## src/hw/rtl/rpf_pkg.sv

```systemverilog
// Shared types and sizes for the retention prune filter.
// Used by rpf_cell and retention_prune_filter_core; no dependencies.
`timescale 1ns / 1ps

package rpf_pkg;

  localparam int ENTRIES = 64;

  typedef struct packed {
    logic [31:0] index_no;
    logic [31:0] page_id;
    logic [7:0]  tree_level;
    logic [63:0] lsn_limit;
    logic [47:0] now_ms;
  } req_t;

  typedef struct packed {
    logic capture;
    logic clear;
    logic apply_hit;
  } cell_ctl_t;

  typedef struct packed {
    logic match;
    logic hit_prune;
    logic claim;
    logic pass;
  } cell_stat_t;

endpackage

```

## src/hw/rtl/rpf_cell.sv

```systemverilog
// One table entry of the retention prune filter with its match logic and
// a stage of the free-slot token chain. Depends on rpf_pkg.
`timescale 1ns / 1ps

module rpf_cell (
  input  logic               clk,
  input  logic               rst,
  input  rpf_pkg::req_t      req,
  input  logic [31:0]        retention,
  input  rpf_pkg::cell_ctl_t ctl,
  input  logic               tok_in,
  output rpf_pkg::cell_stat_t stat
);
  import rpf_pkg::*;

  logic        valid;
  logic [31:0] e_index;
  logic [31:0] e_page;
  logic [7:0]  e_level;
  logic [63:0] e_lsn;
  logic [47:0] e_seen;
  logic [47:0] e_pruned;

  logic f_match, f_live, f_lsn_lt, f_aged_pr, tok;
  logic [47:0] d_seen, d_pruned;
  logic aged_seen, aged_pr, ret_zero, claim;

  assign ret_zero  = (retention == 32'd0);
  assign d_seen    = req.now_ms - e_seen;
  assign d_pruned  = req.now_ms - e_pruned;
  assign aged_seen = !ret_zero && (d_seen >= {16'd0, retention});
  assign aged_pr   = !ret_zero && (d_pruned >= {16'd0, retention});
  assign claim     = tok && !f_live;

  assign stat.match     = f_match;
  assign stat.hit_prune = f_match && (!f_live || f_lsn_lt || ret_zero || f_aged_pr);
  assign stat.claim     = claim;
  assign stat.pass      = tok && f_live;

  always_ff @(posedge clk) begin
    if (rst) begin
      valid <= 1'b0;
      tok   <= 1'b0;
    end else begin
      tok <= tok_in;
      if (ctl.clear) begin
        valid <= 1'b0;
      end else if (claim) begin
        valid <= 1'b1;
      end
    end
  end

  always_ff @(posedge clk) begin
    if (ctl.capture) begin
      f_match   <= valid && (e_index == req.index_no) && (e_page == req.page_id)
                   && (e_level == req.tree_level);
      f_live    <= valid && !aged_seen;
      f_lsn_lt  <= (e_lsn < req.lsn_limit);
      f_aged_pr <= aged_pr;
    end
    // A stale matching entry is rewritten as a new key in its own slot.
    if (claim || (ctl.apply_hit && f_match && !f_live)) begin
      e_index  <= req.index_no;
      e_page   <= req.page_id;
      e_level  <= req.tree_level;
      e_lsn    <= req.lsn_limit;
      e_seen   <= req.now_ms;
      e_pruned <= req.now_ms;
    end else if (ctl.apply_hit && f_match) begin
      e_seen <= req.now_ms;
      if (f_lsn_lt || f_aged_pr) begin
        e_lsn    <= req.lsn_limit;
        e_pruned <= req.now_ms;
      end
    end
  end

endmodule
```

## config.mk

```make
export PLATFORM = sky130hd
export DESIGN_NAME = rpf_cell
export DESIGN_NICKNAME = d
export VERILOG_FILES = /design/src/hw/rtl/rpf_pkg.sv /design/src/hw/rtl/rpf_cell.sv
export SDC_FILE = /design/constraint.sdc
export NUM_CORES = 1
export LEC_CHECK = 0
export BUFFER_PORTS_ARGS = -buffer_cell sky130_fd_sc_hd__clkbuf_2
export CORE_MARGIN = 2
export CORE_UTILIZATION = 31
export DETAILED_ROUTE_END_ITERATION = 6
export MAX_ROUTING_LAYER = met4
export SLEW_MARGIN = 20
export SYNTH_ARGS = -nofsm -noshare
export SYNTH_HDL_FRONTEND = slang
export SYNTH_SLANG_ARGS = --single-unit
```

## constraint.sdc

```tcl
create_clock -name clk -period 7.6 [get_ports clk]
set_clock_uncertainty 0.1 [all_clocks]
set_input_delay 1.14 -clock clk [delete_from_list [all_inputs] [get_ports clk]]
set_output_delay 1.14 -clock clk [all_outputs]
set_load 0.01 [all_outputs]
```

==> results.json, run 1 <==
{
  "synth_ff_type": "edfxtp_1",
  "drt_drc_violations_left": 0,
  "path_buf_inv": 3,
  "grt_overflow": 0,
  "seq_area_um2": 7130,
  "dpl_worst_slack_ps": 706,
  "timing_hold_violations_final": 0,
  "p_leak_uw": 0.00901,
  "synth-seq-area-share": 0.417,
  "rows": 86,
  "clock_latency_ps": 610,
  "cts_hold_buf": 0,
  "start_kind": "input port",
  "ant_nets": 0,
  "die_area_um2": 57100,
  "async_flop_share": 0,
  "min_period_ps": 6280,
  "cts_buffer_depth": 3,
  "r2r_slack_ps": 1730,
  "crit_required_ps": 7880,
  "clock_sinks": 238,
  "yosys_register_bits": 238,
  "worstHoldStart": "tok$_SDFF_PP0_",
  "hold-worst-slack_ps": 533,
  "hp-class": "reg -> reg",
  "dieWidth_um": 239,
  "tns_ps": 0,
  "floorplan.initialDensity": 0.312,
  "die_h_um": 239,
  "rsz0062_at_grt": "false",
  "clk_pin_slew_ps": 60,
  "path_cells": "clkbuf_2, inv_1, ha_1, inv_1, fa_1, a21oi_1, o211ai_1, a221oi_1, o21ai_0, a21oi_1, o21bai_1, a31oi_1, xnor2_1, ha_1, nand4_1, a211oi_1, or4_1, o21ai_0, o211a_1, o211ai_1, a2111oi_0, nand4_1, o41ai_2",
  "arrival_ps": 6560,
  "via_per_inst": 5.09,
  "setup_viol": 0,
  "cp_slowest_cell": "a221oi_1",
  "synth_top_cells_by_count": "238 x inv_1, 236 x edfxtp_1, 221 x ha_1",
  "critPathKind": "in -> reg",
  "status": "finished clean",
  "min_path_cells": 3,
  "ys_top_cells_by_area": "edfxtp_1 41%, ha_1 16%, inv_1 5.2%",
  "tightest_slew_ps": 916,
  "crit_path_end_kind": "flip-flop",
  "crit_family": "compound AO/OA/AOI/OAI gates",
  "power.total_uw": 3950,
  "syn_nets": 2145,
  "final_max_slew_viol_count": 0,
  "io_buffers": 225,
  "cts_buffers": 30,
  "yosysUniqueCellTypes": 83,
  "path_max_fanout": 3,
  "max_clock_freq_mhz": 159,
  "cts_tree": "built",
  "fin_crit_sh": 0.826,
  "dpl.hpwl_mm": 37.7,
  "avgRoutedWirePerCell_um": 17.4,
  "synth_most_common_cell": "inv_1",
  "io_pins": 226,
  "synth-edff-count": 236,
  "max_stage_delay_ps": 650,
  "synth_top_area_cell": "edfxtp_1",
  "yosysTopAreaCellShare": 0.414,
  "grtUsageTotal": 0.167,
  "htreeDepth": 1,
  "min_to": "valid$_SDFFE_PP0P_",
  "num_vias": 13583,
  "syn_area_um2": 17100,
  "n_antenna_cell": 0,
  "grt_pass1_wl_mm": 73.7,
  "drv_cap": 0,
  "cts_resized": 0,
  "grt_pass1_vias": 13698,
  "ir_drop_uv": 177,
  "fin_ws_ps": 1320,
  "max-slew-margin-rel": 0.389,
  "routed_wl_mm": 46.4,
  "cts-root-buf": "clkbuf_16",
  "syn_inst": 1700,
  "drive_gt1_frac": 0.152,
  "ys_warn_count": 0,
  "firstDrtPassIters": 5,
  "power_density_nw_per_um2": 197,
  "grt_max_degree": 73,
  "reg2reg_from": "e_seen[0]$_DFFE_PP_",
  "reg2reg_depth": 21,
  "grt_antenna_before_repair": 0,
  "core_area_um2": 54800,
  "syn_to_final_growth_pct": 16.9,
  "synth.avg_cell_area_um2": 10.1,
  "fin_nets": 2384,
  "timing.rr.end": "f_live$_DFFE_PP_",
  "multiInputGateArea_um2": 8960,
  "nFillCells": 5491,
  "drt_iter0_drc": 694,
  "cts_setup_buffers": 0,
  "place_congestion": 0.931
}
## cells in the final DEF (no fill, tap or decap), types with 7 or more instances in the layout
| cell | netlist | final |
|---|---|---|
| a211oi_1 | 11 | 11 |
| a21o_1 | 78 | 78 |
| a21oi_1 | 143 | 142 |
| a221oi_1 | 9 | 9 |
| a31oi_1 | 14 | 14 |
| and2_1 | 10 | 10 |
| and3_1 | 12 | 12 |
| buf_4 | 4 | 8 |
| clkbuf_16 | 0 | 30 |
| clkbuf_2 | 0 | 225 |
| clkinv_1 | 0 | 7 |
| edfxtp_1 | 236 | 236 |
| ha_1 | 221 | 221 |
| inv_1 | 238 | 237 |
| nand2_1 | 102 | 102 |
| nand2b_1 | 8 | 8 |
| nand3_1 | 26 | 26 |
| nand4_1 | 55 | 55 |
| nor2_1 | 67 | 66 |
| nor2b_1 | 16 | 16 |
| nor3_1 | 29 | 29 |
| nor4_1 | 25 | 25 |
| o211ai_1 | 14 | 14 |
| o21a_1 | 12 | 12 |
| o21ai_0 | 69 | 69 |
| o21ai_1 | 15 | 15 |
| o21bai_1 | 13 | 13 |
| o22ai_1 | 9 | 9 |
| o31ai_1 | 9 | 9 |
| xnor2_1 | 59 | 59 |
| xor2_1 | 71 | 71 |
## metal layers
layer / GRT usage / vias to the layer above / routed length (µm)
li1: - / 6759 / -
met1: 0.207 / 6406 / 20500
met2: 0.282 / 346 / 22200
met3: 0.0309 / 72 / 2480
met4: 0.0417 / 0 / 1190
met5: - / - / 0
## registers in the layout, summed over array words and instances (netlist names)
name	cells
e_page	32
f_aged_pr	1
e_lsn	64
f_lsn_lt	1
tok	1
e_pruned	48
e_level	8
f_live	1
e_seen	48
e_index	32
f_match	1
valid	1
## area by class of cell
cell class | count | area share
Clock buffer | 35 | 0.0385
Clock inverter | 20 | 0.00889
Inverter | 238 | 0.0447
Multi-Input combinational cell | 1198 | 0.448
Sequential cell | 238 | 0.356
Tap cell | 704 | 0.0441
Timing Repair Buffer | 233 | 0.0593
## report_power, final
| part | switching (µW) | internal (µW) |
|---|---|---|
| Sequential | 22.7 | 1540 |
| Clock | 583 | 791 |
| Combinational | 600 | 417 |
| Total | 1210 | 2740 |
## worst max-delay path by stage
stage / depth (start not counted) / startpoint / endpoint / slack (ps)
after floorplan: 2 / ctl[0] / e_lsn[0]$_DFFE_PP_ / 230
after global placement: 23 / req[0] / f_live$_DFFE_PP_ / 820
after detailed placement: 23 / req[0] / f_live$_DFFE_PP_ / 710
after CTS: 23 / req[0] / f_live$_DFFE_PP_ / 1260
after global routing: 23 / req[0] / f_live$_DFFE_PP_ / 880
final: 23 / req[0] / f_live$_DFFE_PP_ / 1320
## through the flow
stage | cells | instance area (µm²) | util
floorplan | 1700 | 17100 | -
global placement | 2611 | 19000 | 0.348
detailed placement | 2611 | 19000 | 0.348
CTS | 2666 | 20000 | 0.365
global route | 2666 | 20000 | 0.365
finish | 2666 | 20000 | 0.365
## worst reg2reg max path, stage by stage (launching register included)
cell and delay [ps]:
edfxtp_1 330, ha_1 170, inv_1 60, fa_1 400
a21oi_1 240, o211ai_1 200, a221oi_1 650, o21ai_0 370
a21oi_1 220, o21bai_1 110, a31oi_1 250, xnor2_1 160
ha_1 270, nand4_1 140, a211oi_1 70, or4_1 490
o21ai_0 250, o211a_1 220, o211ai_1 80, a2111oi_0 360
nand4_1 160, o41ai_2 340
## cell families (layout without fill, tap and decap cells)
logic type / count (synthesis) / count (layout) / synth area share
muxes: 4 / 4 / 0.00329
and+or+nand+nor: 380 / 380 / 0.113
AOI/OAI and AO/OA: 461 / 461 / 0.176
buffers and inverters: 264 / 526 / 0.0606
adders and majority gates: 223 / 223 / 0.164
xor gates and xnor gates: 130 / 130 / 0.0666
DFF: 238 / 238 / 0.417
No activity file was read; power rests on OpenSTA's default activity.
==> run 2: changes to the inputs <==
clock period = 5.53 ns   (was 7.6 ns; I/O delays follow)
==> results.json, run 2 (same netlist as run 1, synthesis figures left out) <==
{
  "grt_pass1_vias": 14218,
  "max_clock_freq_mhz": 188,
  "io_pins": 226,
  "drv_cap": 0,
  "path_max_fanout": 3,
  "crit_path_end_kind": "flip-flop",
  "hold-worst-slack_ps": 286,
  "drt_drc_violations_left": 0,
  "syn_to_final_growth_pct": 24.0,
  "hp-class": "in -> reg",
  "r2r_slack_ps": 310,
  "clk_pin_slew_ps": 60,
  "tightest_slew_ps": 804,
  "critPathKind": "in -> reg",
  "dpl.hpwl_mm": 39.1,
  "p_clk_frac": 0.367,
  "cts_buffer_depth": 3,
  "worstHoldStart": "ctl[1]",
  "arrival_ps": 5550,
  "dpl_worst_slack_ps": -694,
  "grt_pass1_wl_mm": 76.1,
  "place_congestion": 0.916,
  "cts-root-buf": "clkbuf_16",
  "fin_ws_ps": 210,
  "rows": 86,
  "tns_ps": 0,
  "cts_buffers": 30,
  "power_frac_seq": 0.365,
  "drive_gt1_frac": 0.219,
  "final_util": 0.387,
  "clock_sinks": 238,
  "layout_common_cells": "237 x inv_1, 236 x edfxtp_1, 225 x clkbuf_2",
  "avgRoutedWirePerCell_um": 17.3,
  "grtUsageTotal": 0.173,
  "via_per_inst": 5.06,
  "start_kind": "input port",
  "min_period_ps": 5320,
  "max-slew-margin-rel": 0.462,
  "cts_hold_buf": 0,
  "fin_crit_sh": 0.962,
  "reg.largest.list": "e_lsn: 64 flops, e_pruned: 48 flops, e_seen: 48 flops",
  "top_register": "e_lsn",
  "num_vias": 14141,
  "timing_hold_violations_final": 0,
  "io_buffers": 225,
  "drt_iter0_drc": 971,
  "layout_commonest_cell": "inv_1",
  "switchingPower_uw": 1780,
  "reg2reg_from": "e_pruned[1]$_DFFE_PP_",
  "status": "finished clean",
  "power_frac_comb": 0.268,
  "min_path_cells": 2,
  "timing.rr.end": "f_aged_pr$_DFFE_PP_",
  "core_area_um2": 54800,
  "internal_power_uw": 4090,
  "reg2reg_depth": 21,
  "dieWidth_um": 239,
  "p_leak_uw": 0.00971,
  "largest_reg_flops": 64,
  "crit_required_ps": 5760,
  "power.total_uw": 5870,
  "power_density_nw_per_um2": 277,
  "cts_tree": "built",
  "grt_antenna_before_repair": 0,
  "setup.worst_path.start": "req[0]",
  "setup_viol": 0,
  "floorplan.initialDensity": 0.312,
  "final_max_slew_viol_count": 0,
  "ant_nets": 0,
  "firstDrtPassIters": 5,
  "routed_wl_mm": 48.4,
  "swShare": 0.303,
  "clock_latency_ps": 600,
  "die_area_um2": 57100,
  "htreeDepth": 1,
  "die_h_um": 239,
  "ir_drop_uv": 244,
  "fin_nets": 2511,
  "grt_max_degree": 113,
  "grt_overflow": 0,
  "n_antenna_cell": 0,
  "critPathCapture": "f_aged_pr$_DFFE_PP_"
}
run 2: critical path, stage by stage:
cell and delay [ps]:
clkbuf_2 90, inv_1 80, ha_1 170, inv_1 60
fa_2 340, a21o_1 190, a221oi_2 250, buf_4 170
o21ai_2 90, or2_2 310, a31oi_2 200, o21bai_1 100
a21oi_2 150, xnor2_1 80, ha_1 180, a21oi_1 150
o21ai_1 110, a21oi_2 160, nor2_2 70, a2111oi_2 340
o2111ai_1 180, a211o_1 300, or4b_1 520, nor4_2 300
a31oi_1 120
run 2: timing repair:
action | in CTS | in global routing
pin swaps | 0 | 14
endpoints found under the setup margin | 2 | 2
gates resized for setup | 3 | 27
setup buffers | 0 | 3
run 2: power groups by stage:
stage | logic, µW | clock network, µW | registers (µW)
3_3_place_gp | 1510 | 0 | 2180
3_5_place_dp | 1530 | 0 | 2180
5_1_grt | 1760 | 2280 | 2150
4_1_cts | 1540 | 2230 | 2140
2_1_floorplan | 968 | 0 | 2180
6_report | 1570 | 2160 | 2140
run 2: worst min-delay path by stage:
stage	to	slack, ps
after floorplan	valid$_SDFFE_PP0P_	390
after global placement	valid$_SDFFE_PP0P_	510
after detailed placement	valid$_SDFFE_PP0P_	520
after CTS	valid$_SDFFE_PP0P_	220
after global routing	valid$_SDFFE_PP0P_	260
final	valid$_SDFFE_PP0P_	290
run 2: metal layers:
metal,global-route usage,part of all wire
met4,0.0479,0.027
met3,0.0306,0.051
met5,-,0
met2,0.288,0.48
met1,0.216,0.45
run 2: stage by stage:
step | instances | cell area (µm²)
6_report | 2794 | 21200
5_1_grt | 2794 | 21200
4_1_cts | 2791 | 21100
3_5_place_dp | 2735 | 20000
3_3_place_gp | 2735 | 20000
2_1_floorplan | 1700 | 17100
run 2: final cells by class:
class,instances,area [µm²]
well taps,704,881
repair buffers,360,2150
multi-input cells,1198,9060
clock buffers,30,751
flip-flops and latches,238,7130
clock inverters,26,348
inverters,238,893
fillers,5438,33600
==> run 3: changes to the inputs <==
BUFFER_PORTS_ARGS = -buffer_cell sky130_fd_sc_hd__buf_2   (was -buffer_cell sky130_fd_sc_hd__clkbuf_2)
==> results.json, run 3 (same netlist as run 1, synthesis figures left out) <==
{
  "status": "finished clean",
  "clock_sinks": 238,
  "via_per_inst": 5.01,
  "r2r_slack_ps": 410,
  "path_max_fanout": 3,
  "cts_hold_buf": 0,
  "min_period_ps": 5290,
  "reg.largest.list": "e_lsn: 64 flops, e_pruned: 48 flops, e_seen: 48 flops",
  "syn_to_final_growth_pct": 23.0,
  "max_stage_delay_ps": 530,
  "cts_tree": "built",
  "crit_required_ps": 5740,
  "fin_crit_sh": 0.957,
  "grt_pass1_vias": 14108,
  "core_area_um2": 54800,
  "final_max_slew_viol_count": 0,
  "crit_path_end_kind": "flip-flop",
  "ir_drop_uv": 247,
  "fin_ws_ps": 239,
  "top_register": "e_lsn",
  "power.total_uw": 5500,
  "cts_buffer_depth": 3,
  "num_vias": 14033,
  "dpl_worst_slack_ps": -640,
  "fin_nets": 2516,
  "cts-root-buf": "clkbuf_16",
  "critPathKind": "in -> reg",
  "die_area_um2": 57100,
  "layout_common_cells": "236 x inv_1, 236 x edfxtp_1, 225 x buf_2",
  "dpl.hpwl_mm": 39.0,
  "die_h_um": 239,
  "avgRoutedWirePerCell_um": 17.3,
  "path_buf_inv": 5,
  "grt_overflow": 0,
  "io_pins": 226,
  "start_kind": "input port",
  "firstDrtPassIters": 7,
  "rows": 86,
  "placedCellCount": 2740,
  "clock_latency_ps": 590,
  "largest_reg_flops": 64,
  "cp_slowest_cell": "or4b_4",
  "tightest_slew_ps": 760,
  "tns_ps": 0,
  "hp-class": "in -> reg",
  "cts_buffers": 29,
  "grt_max_degree": 113,
  "floorplan.initialDensity": 0.312,
  "p_leak_uw": 0.00958,
  "max-slew-margin-rel": 0.493,
  "stdcell_count": 2799,
  "clk_pin_slew_ps": 60,
  "power_density_nw_per_um2": 261,
  "max_clock_freq_mhz": 189,
  "crit_family": "compound AO/OA/AOI/OAI gates",
  "setup_viol": 0,
  "routed_wl_mm": 48.5,
  "grt_antenna_before_repair": 5,
  "final_util": 0.384,
  "ant_nets": 0,
  "arrival_ps": 5510,
  "drt_drc_violations_left": 0,
  "drt_iter0_drc": 994,
  "timing_hold_violations_final": 0,
  "htreeDepth": 1,
  "drive_gt1_frac": 0.212,
  "dieWidth_um": 239,
  "io_buffers": 225,
  "drv_cap": 0,
  "crit_top_cell": "a21oi_1",
  "nFillCells": 5482,
  "grtUsageTotal": 0.173,
  "grt_pass1_wl_mm": 76.0,
  "place_congestion": 0.946
}
-- run 3: stage by stage --
| stage | hold WS (ps) | area (µm²) |
|---|---|---|
| after floorplan | 393 | 17100 |
| after global placement | 503 | 20000 |
| after detailed placement | 521 | 20000 |
| after CTS | 259 | 20900 |
| after global routing | 289 | 21000 |
| final | 306 | 21000 |
-- run 3: power breakdown --
group          total [µW]  leakage [µW]  switching [µW]  internal [µW]
Combinational        1560       0.00690             875            690
Sequential           2140       0.00226            31.8           2110
Clock                1790      0.000415             786           1010
-- run 3: layout make-up --
class	instances	area, µm²	share of cell area
inverter	238	893	0.0425
tap	704	881	0.0419
antenna	5	12.5	0.000595
timing repair buffer	366	2200	0.104
clock buffer	36	752	0.0357
multi-input combinational	1198	9070	0.431
clock inverter	14	111	0.00529
sequential	238	7130	0.339
-- run 3: path summary, 6_finish.rpt --
path,from,to,cells after the start
max,req[0],f_aged_pr$_DFFE_PP_,26
min,ctl[1],valid$_SDFFE_PP0P_,2
max reg2reg,e_pruned[1]$_DFFE_PP_,f_aged_pr$_DFFE_PP_,22
min reg2reg,tok$_SDFF_PP0_,valid$_SDFFE_PP0P_,3
-- run 3: timing repair --
| item | in CTS | in global routing |
|---|---|---|
| gates resized for setup | 0 | 28 |
| setup buffers | 0 | 4 |
| endpoints found under the setup margin | 0 | 2 |
-- run 3: routing by layer --
layer  global-route usage  up-vias  wire length, µm
met5                    -        -                0
met4               0.0487        0             1370
met3               0.0278       73             2530
met2                0.284      382            22800
met1                0.222     6568            21800
li1                     -     7010                -
